$ cat src/rtl/vlp_pkg.sv
package vlp_pkg;

    // Field widths
    localparam int SAMPLE_W = 16;
    localparam int DIV_W    = 15;
    localparam int WEIGHT_W = 16;
    localparam int COUNT_W  = 4;
    localparam int CH_W     = 3;

    localparam int MAX_CHANNELS = 8;

    // Configuration port
    localparam int CFG_IDX_W  = 3;
    localparam int CFG_DATA_W = 16;

    localparam logic [CFG_IDX_W-1:0] CFG_GAIN_MUL  = 3'd0;
    localparam logic [CFG_IDX_W-1:0] CFG_GAIN_DIV  = 3'd1;
    localparam logic [CFG_IDX_W-1:0] CFG_IN_WEIGHT = 3'd2;
    localparam logic [CFG_IDX_W-1:0] CFG_FB_WEIGHT = 3'd3;
    localparam logic [CFG_IDX_W-1:0] CFG_CH_COUNT  = 3'd4;

    // Serial datapath: radix-4 digits
    localparam int DIGIT_W   = 2;
    localparam int OPND_W    = SAMPLE_W + 1;
    localparam int ACC_HI_W  = 20;
    localparam int PROD_W    = 2 * SAMPLE_W;
    localparam int MAC_STEPS = WEIGHT_W / DIGIT_W;
    localparam int MAC_CNT_W = $clog2(MAC_STEPS);
    localparam int DIV_STEPS = PROD_W / DIGIT_W;
    localparam int DIV_CNT_W = $clog2(DIV_STEPS);

    // Operands of the shared multiply-accumulate: a*ma + b*mb
    // a and b hold two's complement values.
    typedef struct packed {
        logic [OPND_W-1:0]   a;
        logic [WEIGHT_W-1:0] ma;
        logic [OPND_W-1:0]   b;
        logic [WEIGHT_W-1:0] mb;
    } t_mac_op;

endpackage

$ cat src/rtl/vlp_in_if.sv
interface vlp_in_if;
    logic                                valid;
    logic                                ready;
    logic signed [vlp_pkg::SAMPLE_W-1:0] sample_in;

    modport source (output valid, output sample_in, input ready);
    modport sink   (input valid, input sample_in, output ready);
endinterface

$ cat src/rtl/vlp_out_if.sv
interface vlp_out_if;
    logic                                valid;
    logic                                ready;
    logic signed [vlp_pkg::SAMPLE_W-1:0] sample_out;
    logic                                gain_wrapped;
    logic [vlp_pkg::CH_W-1:0]            channel_index;

    modport source (output valid, output sample_out, output gain_wrapped,
                    output channel_index, input ready);
    modport sink   (input valid, input sample_out, input gain_wrapped,
                    input channel_index, output ready);
endinterface

$ cat src/rtl/vlp_mac.sv
module vlp_mac (
    input  logic                                i_clk,
    input  logic                                i_rst_n,
    input  logic                                i_start,
    input  vlp_pkg::t_mac_op                    i_op,
    output logic                                o_done,
    output logic signed [vlp_pkg::ACC_HI_W-1:0] o_hi,
    output logic [vlp_pkg::WEIGHT_W-1:0]        o_lo
);

    // Digit product v*d, d one radix digit
    function automatic logic signed [vlp_pkg::ACC_HI_W-1:0] dmul(
        input logic signed [vlp_pkg::OPND_W-1:0] v,
        input logic [vlp_pkg::DIGIT_W-1:0]       d
    );
        logic signed [vlp_pkg::ACC_HI_W-1:0] ext;
        logic signed [vlp_pkg::ACC_HI_W-1:0] acc;
        ext = vlp_pkg::ACC_HI_W'(v);
        acc = '0;
        for (int j = 0; j < vlp_pkg::DIGIT_W; j++) begin
            if (d[j]) begin
                acc = acc + (ext <<< j);
            end
        end
        return acc;
    endfunction

    logic                                r_busy;
    logic                                r_done;
    logic [vlp_pkg::MAC_CNT_W-1:0]       r_cnt;
    vlp_pkg::t_mac_op                    r_op;
    logic signed [vlp_pkg::ACC_HI_W-1:0] r_p;
    logic [vlp_pkg::WEIGHT_W-1:0]        r_lo;

    logic signed [vlp_pkg::ACC_HI_W-1:0] sum;
    logic signed [vlp_pkg::ACC_HI_W-1:0] n_p;
    logic [vlp_pkg::WEIGHT_W-1:0]        n_lo;

    // Shift-right accumulate: low digit of the sum drops into r_lo each step
    always_comb begin
        sum  = r_p + dmul($signed(r_op.a), r_op.ma[vlp_pkg::DIGIT_W-1:0])
                   + dmul($signed(r_op.b), r_op.mb[vlp_pkg::DIGIT_W-1:0]);
        n_p  = sum >>> vlp_pkg::DIGIT_W;
        n_lo = {sum[vlp_pkg::DIGIT_W-1:0], r_lo[vlp_pkg::WEIGHT_W-1:vlp_pkg::DIGIT_W]};
    end

    always_ff @(posedge i_clk) begin
        if (!i_rst_n) begin
            r_busy <= 1'b0;
            r_done <= 1'b0;
            r_cnt  <= '0;
        end else begin
            r_done <= 1'b0;
            if (i_start) begin
                r_busy <= 1'b1;
                r_cnt  <= '0;
            end else if (r_busy) begin
                r_cnt <= r_cnt + 1'b1;
                if (r_cnt == vlp_pkg::MAC_CNT_W'(vlp_pkg::MAC_STEPS - 1)) begin
                    r_busy <= 1'b0;
                    r_done <= 1'b1;
                end
            end
        end
    end

    always_ff @(posedge i_clk) begin
        if (i_start) begin
            r_op <= i_op;
            r_p  <= '0;
            r_lo <= '0;
        end else if (r_busy) begin
            r_op.ma <= r_op.ma >> vlp_pkg::DIGIT_W;
            r_op.mb <= r_op.mb >> vlp_pkg::DIGIT_W;
            r_p     <= n_p;
            r_lo    <= n_lo;
        end
    end

    assign o_done = r_done;
    assign o_hi   = r_p;
    assign o_lo   = r_lo;

endmodule

$ cat src/rtl/vlp_div.sv
module vlp_div (
    input  logic                         i_clk,
    input  logic                         i_rst_n,
    input  logic                         i_start,
    input  logic [vlp_pkg::PROD_W-1:0]   i_dividend,
    input  logic [vlp_pkg::DIV_W-1:0]    i_divisor,
    output logic                         o_done,
    output logic [vlp_pkg::PROD_W-1:0]   o_quotient
);

    logic                          r_busy;
    logic                          r_done;
    logic [vlp_pkg::DIV_CNT_W-1:0] r_cnt;
    logic [vlp_pkg::DIV_W-1:0]     r_rem;
    logic [vlp_pkg::DIV_W-1:0]     r_div;
    logic [vlp_pkg::PROD_W-1:0]    r_quo;

    logic [vlp_pkg::DIV_W:0]       trial;
    logic [vlp_pkg::DIV_W-1:0]     n_rem;
    logic [vlp_pkg::PROD_W-1:0]    n_quo;

    // Restoring division, one radix digit per cycle. Dividend bits leave
    // the top of r_quo while quotient bits enter at the bottom.
    always_comb begin
        n_rem = r_rem;
        n_quo = r_quo;
        trial = '0;
        for (int k = 0; k < vlp_pkg::DIGIT_W; k++) begin
            trial = {n_rem, n_quo[vlp_pkg::PROD_W-1]};
            n_quo = {n_quo[vlp_pkg::PROD_W-2:0], 1'b0};
            if (trial >= {1'b0, r_div}) begin
                trial    = trial - {1'b0, r_div};
                n_quo[0] = 1'b1;
            end
            n_rem = trial[vlp_pkg::DIV_W-1:0];
        end
    end

    always_ff @(posedge i_clk) begin
        if (!i_rst_n) begin
            r_busy <= 1'b0;
            r_done <= 1'b0;
            r_cnt  <= '0;
        end else begin
            r_done <= 1'b0;
            if (i_start) begin
                r_busy <= 1'b1;
                r_cnt  <= '0;
            end else if (r_busy) begin
                r_cnt <= r_cnt + 1'b1;
                if (r_cnt == vlp_pkg::DIV_CNT_W'(vlp_pkg::DIV_STEPS - 1)) begin
                    r_busy <= 1'b0;
                    r_done <= 1'b1;
                end
            end
        end
    end

    always_ff @(posedge i_clk) begin
        if (i_start) begin
            r_quo <= i_dividend;
            r_rem <= '0;
            // zero divisor acts as one
            r_div <= (i_divisor == '0) ? vlp_pkg::DIV_W'(1) : i_divisor;
        end else if (r_busy) begin
            r_quo <= n_quo;
            r_rem <= n_rem;
        end
    end

    assign o_done     = r_done;
    assign o_quotient = r_quo;

endmodule

$ cat src/rtl/volume_and_one_pole_lowpass.sv
// Volume scaling and one-pole lowpass for interleaved 16-bit audio.
//
// Channels: i_in carries one signed sample per beat; o_out returns one beat
// per input beat with the result sample, a gain wrap flag and the channel
// the sample belonged to. Both use valid/ready; a beat moves when both are
// high. Registers are written through i_cfg_we / i_cfg_idx / i_cfg_data; the
// user must write them only while the block is idle, as the block itself
// does not enforce it.
// Timing: one item at a time. A radix-4 multiply-accumulate unit and a
// radix-4 restoring divider do the work in turn: gain multiply, gain
// divide, then lowpass multiply-accumulate. The next input can be taken in
// the cycle after the result is loaded.
//
// The finished result sits in an output register; when the receiver stalls,
// the next sample is still taken and worked up, and only waits at the end
// if the output register is still full.
//
// Reset (synchronous, active low) restores register defaults (gain 1/1,
// lowpass off, two channels), clears the channel counter and all history.
module volume_and_one_pole_lowpass (
    input  logic                              i_clk,
    input  logic                              i_rst_n,
    vlp_in_if.sink                            i_in,
    vlp_out_if.source                         o_out,
    input  logic                              i_cfg_we,
    input  logic [vlp_pkg::CFG_IDX_W-1:0]     i_cfg_idx,
    input  logic [vlp_pkg::CFG_DATA_W-1:0]    i_cfg_data
);

    typedef enum logic [2:0] {
        S_IDLE,
        S_MUL,
        S_DIV,
        S_FILT,
        S_OUT
    } t_state;

    t_state r_state;

    // Configuration
    logic signed [vlp_pkg::SAMPLE_W-1:0] r_gain_mul;
    logic [vlp_pkg::DIV_W-1:0]           r_gain_div;
    logic [vlp_pkg::WEIGHT_W-1:0]        r_in_w;
    logic [vlp_pkg::WEIGHT_W-1:0]        r_fb_w;
    logic [vlp_pkg::COUNT_W-1:0]         r_ch_cnt;

    // Per-item state
    logic                                r_neg;       // sign of the gain product
    logic                                r_filt_en;
    logic [vlp_pkg::CH_W-1:0]            r_ch;
    logic [vlp_pkg::SAMPLE_W-1:0]        r_s;
    logic                                r_wrap;

    logic [vlp_pkg::CH_W-1:0]            r_counter;
    logic [vlp_pkg::SAMPLE_W-1:0]        r_hist [vlp_pkg::MAX_CHANNELS];

    // Output register
    logic                                r_out_valid;
    logic [vlp_pkg::SAMPLE_W-1:0]        r_out_sample;
    logic                                r_out_wrap;
    logic [vlp_pkg::CH_W-1:0]            r_out_ch;

    logic                                in_fire;
    logic                                out_free;
    logic [vlp_pkg::SAMPLE_W-1:0]        x_mag;
    logic [vlp_pkg::SAMPLE_W-1:0]        mul_mag;
    logic                                count_ok;
    logic [vlp_pkg::CH_W-1:0]            ch_cur;
    logic [vlp_pkg::CH_W-1:0]            ch_next;

    logic                                mac_start;
    logic                                mac_done;
    vlp_pkg::t_mac_op                    mac_op;
    vlp_pkg::t_mac_op                    gain_op;
    vlp_pkg::t_mac_op                    filt_op;
    logic signed [vlp_pkg::ACC_HI_W-1:0] mac_hi;
    logic [vlp_pkg::WEIGHT_W-1:0]        mac_lo;

    logic                                div_start;
    logic                                div_done;
    logic [vlp_pkg::PROD_W-1:0]          quo;

    logic [vlp_pkg::SAMPLE_W-1:0]        s16;
    logic                                wrap;
    logic [vlp_pkg::SAMPLE_W-1:0]        y16;
    logic [vlp_pkg::SAMPLE_W-1:0]        hist_rd;

    assign in_fire    = i_in.valid && (r_state == S_IDLE);
    assign i_in.ready = (r_state == S_IDLE);
    assign out_free   = !r_out_valid || o_out.ready;

    // Gain multiply in sign-magnitude; -32768 maps to 32768
    assign x_mag   = i_in.sample_in[vlp_pkg::SAMPLE_W-1]
                     ? (~i_in.sample_in + 1'b1) : i_in.sample_in;
    assign mul_mag = r_gain_mul[vlp_pkg::SAMPLE_W-1]
                     ? (~r_gain_mul + 1'b1) : r_gain_mul;

    // Channel sequencing; a counter past a lowered count restarts at 0
    assign count_ok = (r_ch_cnt != '0) &&
                      (r_ch_cnt <= vlp_pkg::COUNT_W'(vlp_pkg::MAX_CHANNELS));
    assign ch_cur   = ({1'b0, r_counter} >= r_ch_cnt) ? '0 : r_counter;
    assign ch_next  = ((vlp_pkg::COUNT_W'(ch_cur) + 1'b1) >= r_ch_cnt)
                      ? '0 : (ch_cur + 1'b1);

    // Quotient magnitude back to a signed 16-bit value with wrap detect
    assign wrap = (|quo[vlp_pkg::PROD_W-1:vlp_pkg::SAMPLE_W]) ||
                  (quo[vlp_pkg::SAMPLE_W-1] &&
                   (r_neg ? (|quo[vlp_pkg::SAMPLE_W-2:0]) : 1'b1));
    assign s16  = r_neg ? (~quo[vlp_pkg::SAMPLE_W-1:0] + 1'b1)
                        : quo[vlp_pkg::SAMPLE_W-1:0];

    assign hist_rd = r_hist[r_ch];

    // Lowpass: acc/65536 toward zero = floor, plus one when negative and inexact
    assign y16 = mac_hi[vlp_pkg::SAMPLE_W-1:0]
                 + vlp_pkg::SAMPLE_W'(mac_hi[vlp_pkg::ACC_HI_W-1] && (|mac_lo));

    always_comb begin
        gain_op.a  = {1'b0, x_mag};
        gain_op.ma = mul_mag;
        gain_op.b  = '0;
        gain_op.mb = '0;
        filt_op.a  = {s16[vlp_pkg::SAMPLE_W-1], s16};
        filt_op.ma = r_in_w;
        filt_op.b  = {hist_rd[vlp_pkg::SAMPLE_W-1], hist_rd};
        filt_op.mb = r_fb_w;
        mac_op     = (r_state == S_IDLE) ? gain_op : filt_op;
    end

    assign mac_start = in_fire || ((r_state == S_DIV) && div_done && r_filt_en);
    assign div_start = (r_state == S_MUL) && mac_done;

    vlp_mac u_mac (
        .i_clk   (i_clk),
        .i_rst_n (i_rst_n),
        .i_start (mac_start),
        .i_op    (mac_op),
        .o_done  (mac_done),
        .o_hi    (mac_hi),
        .o_lo    (mac_lo)
    );

    vlp_div u_div (
        .i_clk      (i_clk),
        .i_rst_n    (i_rst_n),
        .i_start    (div_start),
        .i_dividend ({mac_hi[vlp_pkg::SAMPLE_W-1:0], mac_lo}),
        .i_divisor  (r_gain_div),
        .o_done     (div_done),
        .o_quotient (quo)
    );

    always_ff @(posedge i_clk) begin
        if (!i_rst_n) begin
            r_state     <= S_IDLE;
            r_gain_mul  <= vlp_pkg::SAMPLE_W'(1);
            r_gain_div  <= vlp_pkg::DIV_W'(1);
            r_in_w      <= '0;
            r_fb_w      <= '0;
            r_ch_cnt    <= vlp_pkg::COUNT_W'(2);
            r_counter   <= '0;
            r_out_valid <= 1'b0;
            for (int i = 0; i < vlp_pkg::MAX_CHANNELS; i++) begin
                r_hist[i] <= '0;
            end
        end else begin
            if (i_cfg_we) begin
                case (i_cfg_idx)
                    vlp_pkg::CFG_GAIN_MUL:  r_gain_mul <= i_cfg_data;
                    vlp_pkg::CFG_GAIN_DIV:  r_gain_div <= i_cfg_data[vlp_pkg::DIV_W-1:0];
                    vlp_pkg::CFG_IN_WEIGHT: r_in_w     <= i_cfg_data;
                    vlp_pkg::CFG_FB_WEIGHT: r_fb_w     <= i_cfg_data;
                    vlp_pkg::CFG_CH_COUNT:  r_ch_cnt   <= i_cfg_data[vlp_pkg::COUNT_W-1:0];
                    default: ;
                endcase
            end

            // load wins over drain; a beat leaving as the next one loads keeps valid
            if ((r_state == S_OUT) && out_free) begin
                r_out_valid <= 1'b1;
            end else if (o_out.ready) begin
                r_out_valid <= 1'b0;
            end

            case (r_state)
                S_IDLE: begin
                    if (in_fire) begin
                        r_neg     <= i_in.sample_in[vlp_pkg::SAMPLE_W-1]
                                     ^ r_gain_mul[vlp_pkg::SAMPLE_W-1];
                        r_filt_en <= count_ok && (r_in_w != '0);
                        if (count_ok) begin
                            r_ch      <= ch_cur;
                            r_counter <= ch_next;
                        end else begin
                            r_ch      <= '0;
                            r_counter <= '0;
                        end
                        r_state <= S_MUL;
                    end
                end
                S_MUL: begin
                    if (mac_done) begin
                        r_state <= S_DIV;
                    end
                end
                S_DIV: begin
                    if (div_done) begin
                        r_s     <= s16;
                        r_wrap  <= wrap;
                        r_state <= r_filt_en ? S_FILT : S_OUT;
                    end
                end
                S_FILT: begin
                    if (mac_done) begin
                        r_s          <= y16;
                        r_hist[r_ch] <= y16;
                        r_state      <= S_OUT;
                    end
                end
                S_OUT: begin
                    if (out_free) begin
                        r_out_sample <= r_s;
                        r_out_wrap   <= r_wrap;
                        r_out_ch     <= r_ch;
                        r_state      <= S_IDLE;
                    end
                end
                default: r_state <= S_IDLE;
            endcase
        end
    end

    assign o_out.valid         = r_out_valid;
    assign o_out.sample_out    = r_out_sample;
    assign o_out.gain_wrapped  = r_out_wrap;
    assign o_out.channel_index = r_out_ch;

    // Checks
    a_mac_done_state: assert property (@(posedge i_clk) disable iff (!i_rst_n)
        mac_done |-> (r_state == S_MUL || r_state == S_FILT))
        else $error("multiply-accumulate finished outside its phases");

    a_div_done_state: assert property (@(posedge i_clk) disable iff (!i_rst_n)
        div_done |-> (r_state == S_DIV))
        else $error("divider finished outside the divide phase");

    a_accept_starts: assert property (@(posedge i_clk) disable iff (!i_rst_n)
        in_fire |=> (r_state == S_MUL))
        else $error("accepted beat did not start the gain multiply");

    a_ch_in_range: assert property (@(posedge i_clk) disable iff (!i_rst_n)
        (r_state != S_IDLE && r_filt_en) |-> ({1'b0, r_ch} < r_ch_cnt))
        else $error("filtered channel beyond channel count");

endmodule

$ cat src/flat_wrapper.sv
// flat-port wrapper written by rule: the top's interface ports become plain ports
module volume_and_one_pole_lowpass_flat 
  (i_clk, i_rst_n, i_cfg_we, i_cfg_idx, i_cfg_data, i_in_valid, i_in_sample_in, i_in_ready, o_out_valid, o_out_sample_out, o_out_gain_wrapped, o_out_channel_index, o_out_ready);
  vlp_in_if i_in_i ();
  vlp_out_if o_out_i ();
  input  logic i_clk;
  input  logic i_rst_n;
  input  logic i_cfg_we;
  input  logic [vlp_pkg::CFG_IDX_W-1:0] i_cfg_idx;
  input  logic [vlp_pkg::CFG_DATA_W-1:0] i_cfg_data;
  input wire logic [$bits(i_in_i.valid)-1:0] i_in_valid;
  input wire logic [$bits(i_in_i.sample_in)-1:0] i_in_sample_in;
  output wire logic [$bits(i_in_i.ready)-1:0] i_in_ready;
  output wire logic [$bits(o_out_i.valid)-1:0] o_out_valid;
  output wire logic [$bits(o_out_i.sample_out)-1:0] o_out_sample_out;
  output wire logic [$bits(o_out_i.gain_wrapped)-1:0] o_out_gain_wrapped;
  output wire logic [$bits(o_out_i.channel_index)-1:0] o_out_channel_index;
  input wire logic [$bits(o_out_i.ready)-1:0] o_out_ready;
  assign i_in_i.valid = i_in_valid;
  assign i_in_i.sample_in = i_in_sample_in;
  assign i_in_ready = i_in_i.ready;
  assign o_out_valid = o_out_i.valid;
  assign o_out_sample_out = o_out_i.sample_out;
  assign o_out_gain_wrapped = o_out_i.gain_wrapped;
  assign o_out_channel_index = o_out_i.channel_index;
  assign o_out_i.ready = o_out_ready;
  volume_and_one_pole_lowpass u_core (.i_clk(i_clk), .i_rst_n(i_rst_n), .i_in(i_in_i), .o_out(o_out_i), .i_cfg_we(i_cfg_we), .i_cfg_idx(i_cfg_idx), .i_cfg_data(i_cfg_data));
endmodule
$ cat config.mk
export PLATFORM = sky130hd
export DESIGN_NAME = volume_and_one_pole_lowpass_flat
export DESIGN_NICKNAME = d
export VERILOG_FILES = /design/src/rtl/vlp_pkg.sv /design/src/rtl/vlp_in_if.sv /design/src/rtl/vlp_out_if.sv /design/src/rtl/vlp_mac.sv /design/src/rtl/vlp_div.sv /design/src/rtl/volume_and_one_pole_lowpass.sv /design/src/flat_wrapper.sv
export SDC_FILE = /design/constraint.sdc
export NUM_CORES = 1
export LEC_CHECK = 0
export BUFFER_PORTS_ARGS = -buffer_cell sky130_fd_sc_hd__buf_2
export CORE_UTILIZATION = 35
export DETAILED_ROUTE_END_ITERATION = 8
export PLACE_DENSITY_LB_ADDON = 0.08
export SETUP_SLACK_MARGIN = 0.4
export SLEW_MARGIN = 15
export SYNTH_ARGS = -nofsm -noshare
export SYNTH_HDL_FRONTEND = slang
export SYNTH_SLANG_ARGS = --single-unit
$ cat constraint.sdc
create_clock -name i_clk -period 16.9 [get_ports i_clk]
set_input_delay 4.225 -clock i_clk [delete_from_list [all_inputs] [get_ports i_clk]]
set_output_delay 4.225 -clock i_clk [all_outputs]
set_load 0.005 [all_outputs]
==> flow_summary.json, run 1 <==
{
  "critPathBufInv": 3,
  "synth_area_leader_cell": "edfxtp_1",
  "seq_area_mm2": 0.01121,
  "initial_utilization_pct": 35.57,
  "hold_buffers": 0,
  "wire_per_inst_um": 19.87,
  "yosys_warnings": 0,
  "reg2reg_depth": 20,
  "final_cells": 3197,
  "numClockSinks": 419,
  "status": "complete, no violations",
  "p_total_mw": 3.461,
  "netlist.area_leader.share_pct": 36.73,
  "hold_end": "u_core.o_out.sample_out[11]",
  "power.density_mw_per_mm2": 133.6,
  "fillers": 6340,
  "fin_nets": 2457,
  "dieArea_mm2": 0.06690,
  "drt_pass1_iterations": 7,
  "post-place-ws_ps": 9912,
  "skew_ps": 14.75,
  "drc_errors": 0,
  "cts_setup_buffers": 0,
  "drt_iter0_drc": 1042,
  "synth-xor-area-share_pct": 4.619,
  "drive_gt1_share_pct": 10.04,
  "fin_crit_sh_pct": 38.63,
  "grt_pass1_vias": 16240,
  "clk_pin_slew_worst_paths_ps": 60,
  "worst_slack_ps": 10370,
  "grt_pass1_wl_mm": 98.74,
  "ys_seq_elements": 419,
  "rr_endpoint": "u_core.u_div.r_rem[10]",
  "post_synth.cell_area_avg_um2": 10.09,
  "grt_max_degree": 65,
  "crit_chain": "or3_2 -> inv_1 -> buf_4 -> buf_2",
  "clk_path_buf_depth": 3,
  "drt_wl_total_mm": 63.52,
  "fp.dieW_um": 258.6,
  "synthMuxAreaShare_pct": 7.571,
  "htreeDepth": 2,
  "cts_tree": "done",
  "cpMaxStageDelayCell": "or3_2",
  "criticalPathCategory": "flop to primary output",
  "core_mm2": 0.06481,
  "post_cts_resized": 0,
  "crit_fanout": 23,
  "globalplace.congestion": 0.8313,
  "min_path_cells": 0,
  "synth-compound-area-share_pct": 12.40,
  "syn_nets": 2437,
  "relSlewSlack_pct": 32.26,
  "antenna_found_initial": 0,
  "final_common_cell": "nand2_1",
  "r2r_slack_ps": 10480,
  "ioPinCount": 62,
  "power.leakage_nw": 9.987,
  "overflow": 0,
  "critPathMaxStageDelay_ps": 500,
  "vias": 16510,
  "area_delta_synth_final_pct": 12.36,
  "path_delay_family": "buffers and inverters",
  "irDropWorstVdd_uv": 68.90,
  "layout_common_cells": "322 x nand2_1, 285 x nor2_1, 282 x edfxtp_1, 135 x dfxtp_1, 105 x inv_1",
  "fmax_ghz": 0.1532,
  "final.setup.tns_ps": 0,
  "synthAdderAreaFrac_pct": 6.958,
  "rr_startpoint": "u_core.u_div.o_quotient[31]",
  "cts_made_buffers": 48,
  "synth_edf_count": 282,
  "end_kind": "primary output",
  "max_cap_viol_count": 0,
  "multi_input_area_mm2": 0.01101,
  "setup_violations": 0,
  "avgViaCountPerCell": 5.165,
  "synth_top_family_by_area": "simple AND/OR/NAND/NOR gates",
  "synth.distinct_cells": 77,
  "worstMarginPinSlew_ps": 1016,
  "slew_viol_final": 0,
  "placementRows": 93,
  "ant_nets": 0,
  "hold_viol": 0,
  "root_buffer": "clkbuf_16",
  "synth_area_mm2": 0.02305,
  "cp_data_arrival_time_ps": 2300,
  "ys_seq_area_share_pct": 48.63,
  "port_buffers": 61,
  "hp-class": "flop to flop",
  "critPathLaunchType": "flop",
  "worstPathRequired_ps": 12680,
  "synth_flop_cell": "edfxtp_1",
  "hpwl_mm": 46.98,
  "die_h_um": 258.6,
  "ys_async_sr_fraction_pct": 0,
  "insertion_delay_ps": 590,
  "fin_crit_ps": 6529,
  "synth_cells": 2284,
  "dp.cells": 3109,
  "synth-simple-area-share_pct": 15.98,
  "grt_setup_unrepaired": "false",
  "gr-usage-all-layers_pct": 19.15,
  "hp-start": "u_core.r_s[11]",
  "ys_top_cells_by_area": "edfxtp_1 37%, dfxtp_1 12%, nand2_1 5.2%"
}
==> cells by family (layout without fill, tap and decap cells) <==
| logic type | count (synthesis) | after routing |
|---|---|---|
| AO/OA/AOI/OAI | 436 | 436 |
| multiplexers | 133 | 133 |
| XOR/XNOR | 120 | 120 |
| flip-flops | 419 | 419 |
| adder cells (fa/ha/maj) | 114 | 114 |
| buffers and inverters | 226 | 283 |
| AND/OR/NAND/NOR | 836 | 836 |
| other | 0 | 1 |
==> metrics by stage <==
step	util [%]	hold slack, ps	cell area (um2)
after detailed placement	37.35	405.2	24210
final	39.96	420.6	25900
after CTS	39.96	417.6	25900
after floorplan	-	400.3	23050
after global routing	39.96	427.6	25900
after global placement	37.35	401.1	24210
==> metal layers <==
metal / vias up / global-route usage [%] / routed length (um)
met5: - / 0 / 0
met4: 0 / 5.769 / 1744
met3: 92 / 2.445 / 2253
met2: 304 / 28.93 / 27700
met1: 8019 / 28.38 / 31830
li1: 8099 / - / -
==> flip-flops by register name (all words and copies together), names as in the netlist, 3 cells and up, named ones only <==
| name | cells |
|---|---|
| u_core.r_hist | 128 |
| u_core.u_mac.r_op | 65 |
| u_core.u_div.o_quotient | 32 |
| u_core.u_mac.o_hi | 18 |
| u_core.o_out.sample_out | 16 |
| u_core.r_fb_w | 16 |
| u_core.r_gain_mul | 16 |
| u_core.r_in_w | 16 |
| u_core.r_s | 16 |
| u_core.u_mac.o_lo | 16 |
| u_core.r_gain_div | 15 |
| u_core.u_div.r_div | 15 |
| u_core.u_div.r_rem | 15 |
| u_core.r_ch_cnt | 4 |
| u_core.u_div.r_cnt | 4 |
| u_core.o_out.channel_index | 3 |
| u_core.r_ch | 3 |
| u_core.r_counter | 3 |
| u_core.r_state | 3 |
| u_core.u_mac.r_cnt | 3 |
==> synthesized netlist by cell type (4+ instances only) <==
cell / n
a2111oi_0: 4
a211o_1: 5
a211oi_1: 11
a21boi_0: 67
a21o_1: 26
a21oi_1: 103
a22o_1: 15
a22oi_1: 5
a31oi_1: 14
a41oi_1: 6
and2_1: 36
and3_1: 14
buf_1: 10
buf_6: 4
clkbuf_1: 100
dfxtp_1: 137
edfxtp_1: 282
fa_1: 24
ha_1: 89
inv_1: 105
mux2_2: 11
mux2i_1: 90
mux4_2: 32
nand2_1: 322
nand2b_1: 22
nand3_1: 35
nand3b_1: 7
nand4_1: 16
nor2_1: 286
nor2b_1: 20
nor3_1: 22
nor4_1: 23
o211ai_1: 6
o21a_1: 9
o21ai_0: 91
o21ai_1: 15
o21bai_1: 11
o31ai_1: 17
o41ai_1: 6
or2_2: 6
or3_1: 9
or4_1: 5
xnor2_1: 73
xor2_1: 46
==> how the worst max path moves through the flow <==
stage	start	endpoint	slack (ps)	depth (start not counted)
after floorplan	i_in_sample_in[0]	u_core.u_mac.r_op[62]	10410	9
after global placement	i_in_sample_in[0]	u_core.u_mac.r_op[62]	9860	10
after detailed placement	i_in_sample_in[0]	u_core.u_mac.r_op[62]	9910	10
after CTS	u_core.r_state[2]	i_in_ready	10310	4
after global routing	u_core.u_div.o_quotient[31]	u_core.u_div.r_rem[10]	10070	20
final	u_core.r_state[2]	i_in_ready	10370	4
==> cell type report <==
cell class,instances,area share [%]
Sequential cell,419,43.29
Multi-Input combinational cell,1639,42.49
Clock buffer,57,4.966
Tap cell,855,4.130
Timing Repair Buffer,89,1.990
Clock inverter,30,1.570
Inverter,107,1.551
Antenna cell,1,0.009661
==> worst reg2reg max path, cell delays in order (launching register included) <==
cell and delay (ps):
edfxtp_1 430, inv_1 80, ha_1 160, inv_1 60
fa_1 400, a21o_1 210, a21o_4 240, a211oi_4 300
o211ai_2 150, a31oi_2 720, o21ai_0 370, fa_1 520
a21o_1 180, a21oi_1 280, o21ai_1 160, a2111oi_0 750
o31ai_1 220, nand2_1 270, and2_1 470, a41oi_1 170
and3_1 200
==> power breakdown <==
group	switching (mW)	internal, mW	total [mW]
logic	0.680	0.443	1.12
registers	0.0610	1.16	1.22
clock network	0.446	0.670	1.12
No activity file was read; power rests on OpenSTA's default activity.
==> run 2, diff against run 1 <==
- ABC_AREA: unset -> 1
- clock period: 16.9 -> 5.6 ns (I/O delays scaled with it)
==> run 2 against run 1 <==
Sequential power increased to 3.2 times the previous value. First-iteration DRC count up 26%. Core utilization shrank 0.16 points. Critical path depth is 22 higher. Sequential share of layout area grew 0.25 points. Clock-buffer cell count grew 11. Critical endpoint is now u_core.u_mac.o_hi[11].
==> flow_summary.json, run 2 <==
{
  "hp-start": "u_core.r_gain_div[3]",
  "hpwl_mm": 49.05,
  "drt-met1-wl_mm": 33.12,
  "worstMarginPinSlew_ps": 1141,
  "fin_nets": 2879,
  "irDropWorstVdd_uv": 261.5,
  "fp.dieW_um": 258.2,
  "avgViaCountPerCell": 5.014,
  "synth_edf_count": 282,
  "vias": 18160,
  "clk_pin_slew_worst_paths_ps": 60,
  "largest_reg_flops": 128,
  "cp_data_arrival_time_ps": 5270,
  "ys_seq_elements": 419,
  "globalplace.congestion": 0.8636,
  "drt_pass1_iterations": 5,
  "slew_viol_final": 0,
  "post-place-ws_ps": 632.2,
  "end_kind": "flop",
  "power.density_mw_per_mm2": 476.5,
  "criticalPathCategory": "flop to flop",
  "hold_end": "u_core.u_div.r_div[3]",
  "cts_tree": "done",
  "regMostFlops": "u_core.r_hist",
  "initial_utilization_pct": 35.51,
  "core_mm2": 0.06470,
  "syn_nets": 2854,
  "timing.hold.ws_ps": 431.2,
  "diodes": 0,
  "synth_area_leader_cell": "edfxtp_1",
  "power_frac_clock_pct": 26.6,
  "drive_gt1_share_pct": 8.207,
  "reg2reg_depth": 26,
  "p_total_mw": 12.27,
  "numClockSinks": 419,
  "synth_area_mm2": 0.02297,
  "rr_startpoint": "u_core.u_mac.r_op[33]",
  "p_int_mw": 7.303,
  "status": "complete, no violations",
  "drc_errors": 0,
  "layout_common_cells": "456 x nand2_1, 390 x nor2_1, 305 x inv_1, 301 x o21ai_0, 282 x edfxtp_1",
  "r2r_slack_ps": 820,
  "ys_seq_area_share_pct": 48.80,
  "wl_met3_mm": 3.606,
  "drt_iter0_drc": 1315,
  "met2_length_mm": 29.93,
  "grt_pass1_wl_mm": 104.6,
  "grt_setup_unrepaired": "false",
  "yosys_warnings": 0,
  "port_buffers": 61,
  "switching_share_pct": 40.48,
  "synth.most_common_cell": "nand2_1",
  "ioPinCount": 62,
  "synth_cells": 2701,
  "skew_ps": 29.19,
  "ys_async_sr_fraction_pct": 0,
  "grt_max_degree": 83,
  "netlist.area_leader.share_pct": 36.86,
  "relSlewSlack_pct": 23.48,
  "fmax_ghz": 0.2091,
  "antenna_found_initial": 1,
  "worst_slack_ps": 816.6,
  "htreeDepth": 2,
  "power.leakage_nw": 10.85,
  "hp-class": "flop to flop",
  "crit_fanout": 13,
  "final.setup.tns_ps": 0,
  "min_path_cells": 0,
  "path_delay_family": "compound AO/OA/AOI/OAI gates",
  "overflow": 0,
  "critPathLaunchType": "flop",
  "root_buffer": "clkbuf_16",
  "power_frac_comb_pct": 41.4,
  "fillers": 6673,
  "area_delta_synth_final_pct": 12.10,
  "fin_crit_ps": 4783,
  "die_h_um": 258.2,
  "ys_top_cells_by_area": "edfxtp_1 37%, dfxtp_1 12%, nand2_1 7.5%",
  "fin_crit_sh_pct": 85.42,
  "worstPathRequired_ps": 6090,
  "dieArea_mm2": 0.06666,
  "critPathMaxStageDelay_ps": 620,
  "synth.distinct_cells": 60,
  "critPathBufInv": 5,
  "wire_per_inst_um": 18.79,
  "max_cap_viol_count": 0,
  "seqPwrFrac_pct": 32.0,
  "hold_viol": 0,
  "drt_wl_total_mm": 68.03,
  "gr-usage-all-layers_pct": 20.31,
  "cpMaxStageDelayCell": "edfxtp_1",
  "setup_violations": 0,
  "p_sw_mw": 4.967,
  "top_layer_used": "met4",
  "insertion_delay_ps": 610,
  "cts_made_buffers": 49,
  "cpMostUsedCell": "nand2_1",
  "placed_area_mm2": 0.02408,
  "grt_pass1_vias": 17590,
  "placementRows": 93,
  "post_synth.cell_area_avg_um2": 8.505,
  "finalInstanceArea_mm2": 0.02575,
  "ant_nets": 0,
  "synthTopCellsByCount": "458 x nand2_1, 390 x nor2_1, 307 x inv_1, 306 x o21ai_0, 282 x edfxtp_1",
  "rr_endpoint": "u_core.u_mac.o_hi[11]",
  "final_common_cell": "nand2_1",
  "synth_flop_cell": "edfxtp_1",
  "clk_path_buf_depth": 3,
  "hold_buffers": 0
}
run 2: cell count changes after synthesis, moves of 35 or more:
cell      change
nand2_1     +136
a21oi_1      +38
o22ai_1      +35
a21boi_0     -66
o21ai_0     +215
xnor2_1      -44
inv_1       +202
mux2i_1      -90
nor2_1      +104
run 2: per-stage QoR:
| step | util [%] | std cells |
|---|---|---|
| after detailed placement | 37.22 | 3526 |
| after CTS | 39.74 | 3617 |
| after floorplan | - | 2701 |
| after global placement | 37.22 | 3526 |
| final | 39.80 | 3621 |
| after global routing | 39.80 | 3621 |
run 2: worst max path at each step:
stage | endpoint | slack [ps] | cells after the start | start
6_report | u_core.u_mac.o_hi[11] | 820 | 26 | u_core.u_mac.r_op[33]
5_1_grt | u_core.u_mac.o_hi[17] | 420 | 26 | u_core.u_mac.r_op[33]
2_1_floorplan | u_core.u_mac.o_hi[17] | 1380 | 28 | u_core.u_mac.r_op[33]
3_3_place_gp | u_core.u_mac.o_hi[11] | 640 | 23 | u_core.u_mac.r_op[0]
3_5_place_dp | u_core.u_mac.o_hi[11] | 630 | 23 | u_core.u_mac.r_op[0]
4_1_cts | u_core.u_mac.o_hi[11] | 640 | 23 | u_core.u_mac.r_op[0]
run 2: logic make-up after synthesis:
family / share of synthesized area (%)
buf+inv: 7.391
compound gates: 14.20
simple gates: 18.63
flops: 48.80
fa+ha+maj: 6.939
xor+xnor: 4.036
run 2: area by class of cell:
cell class | count | area (um2) | area share [%]
sequential | 419 | 11210 | 43.54
multi-input combinational | 1843 | 10100 | 39.21
clock buffer | 68 | 1399 | 5.432
inverter | 323 | 1215 | 4.718
tap | 855 | 1070 | 4.154
timing repair buffer | 90 | 523.0 | 2.031
clock inverter | 23 | 236.5 | 0.9183
run 2: routing by layer:
layer | global-route usage (%) | up-vias
li1 | - | 9090
met1 | 29.33 | 8583
met2 | 31.71 | 404
met3 | 3.426 | 79
met4 | 4.438 | 0
met5 | 0 | -
run 2: repair_timing:
item	in CTS	in global routing
buffers inserted	0	4
gates resized for setup	0	5
endpoints found under the setup margin	0	10
run 2: power groups by stage:
stage	clock network (mW)	logic [mW]	registers [mW]
after global placement	0	5.06	3.99
after detailed placement	0	5.06	4.00
after floorplan	0	3.63	3.87
after CTS	3.34	5.09	3.93
final	3.26	5.08	3.92
after global routing	3.46	5.76	3.96
==> run 3, diff against run 2 <==
==> constraint.sdc (replaced) <==
create_clock -name i_clk -period 5.6 [get_ports i_clk]
set_input_delay 1.12 -clock i_clk [delete_from_list [all_inputs] [get_ports i_clk]]
set_output_delay 1.12 -clock i_clk [all_outputs]
set_load 0.005 [all_outputs]
==> run 3 against run 2 <==
Clock power decreased by 5%. Sequential power is essentially flat. Sequential share of layout area increased by 0.15 points. Critical path type unchanged. Critical endpoint unchanged. Highest routed layer unchanged.
==> flow_summary.json, run 3 (synthesized netlist as in run 2, its figures left out) <==
{
  "status": "complete, no violations",
  "clk_pin_slew_worst_paths_ps": 60,
  "critPathLaunchType": "flop",
  "end_kind": "flop",
  "final_common_cell": "nand2_1",
  "insertion_delay_ps": 600,
  "grt_pass1_wl_mm": 104.7,
  "antenna_found_initial": 1,
  "hp-class": "flop to flop",
  "drive_gt1_share_pct": 8.279,
  "dieArea_mm2": 0.06666,
  "drt_wl_total_mm": 68.12,
  "fin_nets": 2879,
  "gr-usage-all-layers_pct": 20.44,
  "avgViaCountPerCell": 5.028,
  "drt_iter0_drc": 1340,
  "die_h_um": 258.2,
  "cts_made_buffers": 48,
  "worstMarginPinSlew_ps": 1098,
  "placementRows": 93,
  "timing.hold.ws_ps": 433.6,
  "numClockSinks": 419,
  "cp_data_arrival_time_ps": 5090,
  "hold_buffers": 0,
  "slew_viol_final": 0,
  "hold_viol": 0,
  "regMostFlops": "u_core.r_hist",
  "dp.cells": 3525,
  "overflow": 0,
  "seq_area_mm2": 0.01121,
  "power.density_mw_per_mm2": 471.4,
  "ioPinCount": 62,
  "max_cap_viol_count": 0,
  "min_path_cells": 0,
  "core_mm2": 0.06470,
  "diodes": 0,
  "cpMostUsedCell": "o21ai_0",
  "grt_setup_unrepaired": "false",
  "fp.dieW_um": 258.2,
  "crit_chain": "nand2_1 -> inv_1 -> ha_1 -> a21o_1 -> o21bai_1 -> o21ai_0 -> a21oi_1 -> xnor2_1 -> o21ai_0 -> fa_1 -> inv_1 -> ha_1 -> inv_1 -> o21bai_1 -> a21oi_1 -> o21ai_0 -> nand2_1 -> nand2_1 -> a21oi_1 -> o21ai_0 -> xor2_1 -> o21ai_0 -> inv_1",
  "p_total_mw": 12.10,
  "drc_errors": 0,
  "final_cells": 3621,
  "wire_per_inst_um": 18.81,
  "reg2reg_depth": 23,
  "area_delta_synth_final_pct": 11.70,
  "hpwl_mm": 49.10,
  "drt_pass1_iterations": 5,
  "htreeDepth": 2,
  "setup_violations": 0,
  "relSlewSlack_pct": 26.37,
  "globalplace.congestion": 0.8627,
  "cpMaxStageDelayCell": "fa_1",
  "worstPathRequired_ps": 6070,
  "criticalPathCategory": "flop to flop",
  "grt_max_degree": 83,
  "fillers": 6625,
  "largest_reg_flops": 128,
  "final.setup.tns_ps": 0,
  "cts_tree": "done",
  "layout_common_cells": "456 x nand2_1, 389 x nor2_1, 305 x inv_1, 302 x o21ai_0, 282 x edfxtp_1",
  "crit_fanout": 5,
  "multi_input_area_mm2": 0.01010,
  "skew_ps": 29.82,
  "root_buffer": "clkbuf_16",
  "ant_nets": 0,
  "fmax_ghz": 0.2163,
  "irDropWorstVdd_uv": 242.7,
  "grt_pass1_vias": 17530,
  "initial_utilization_pct": 35.51,
  "power.leakage_nw": 10.81,
  "fin_crit_sh_pct": 82.56,
  "fin_util_pct": 39.66,
  "clk_path_buf_depth": 3,
  "vias": 18210,
  "port_buffers": 61,
  "fin_crit_ps": 4623,
  "critPathMaxStageDelay_ps": 500
}
-- run 3: cell count changes in the layout (fill, tap and decap cells not counted), moves of 2 or more --
cell       before  now
clkbuf_1       10   16
bufinv_16       4    2
clkinv_2        4    9
clkbuf_8        8    4
clkinv_1       19   12
-- run 3: per-layer routing --
layer	routed length (um)	part of all wire (%)	track usage (%)	vias up
met5	0	0	0	-
li1	-	-	-	9103
met1	32500	48	29.46	8601
met2	30010	44	31.58	425
met4	1550	2.3	5.210	0
met3	4059	6.0	3.524	77
-- run 3: cell type report --
cell class / instances / share of cell area, %
flip-flops and latches: 419 / 43.70
multi-input cells: 1843 / 39.36
clock buffers: 69 / 5.227
inverters: 323 / 4.740
well taps: 855 / 4.169
repair buffers: 91 / 2.067
clock inverters: 21 / 0.7461
-- run 3: report_power, final --
part | leakage, nW | switching [mW] | internal [mW]
clock | 0.750 | 1.33 | 1.77
sequential | 3.89 | 0.219 | 3.69
combinational | 6.18 | 3.40 | 1.68
-- run 3: final timing paths --
path / start / endpoint / slack (ps)
worst max register to register: u_core.u_mac.r_op[0] / u_core.u_mac.o_hi[11] / 980
worst max-delay path: u_core.u_mac.r_op[0] / u_core.u_mac.o_hi[11] / 980
worst min register to register: u_core.r_gain_div[3] / u_core.u_div.r_div[3] / 430
worst min-delay path: u_core.r_gain_div[3] / u_core.u_div.r_div[3] / 430
-- run 3: through the flow --
stage / cell area, um2 / setup WS [ps]
final: 25660 / 976.5
after global routing: 25660 / 509.3
after CTS: 25600 / 648.6
after detailed placement: 24070 / 629.8
after global placement: 24070 / 649.5
after floorplan: 22970 / 1384
-- run 3: repair_timing --
action,in CTS,in global routing
gates resized for setup,0,4
setup endpoints to repair,0,19
buffers inserted,0,6
-- run 3: worst max-delay path: cells and delay by family, from the launching register on --
family | cells | cell delay, ps
flip-flops | 1 | 440
AND/OR/NAND/NOR | 3 | 300
XOR/XNOR | 2 | 270
AO/OA/AOI/OAI | 11 | 2200
adder cells (fa/ha/maj) | 3 | 1020
buffers and inverters | 4 | 290
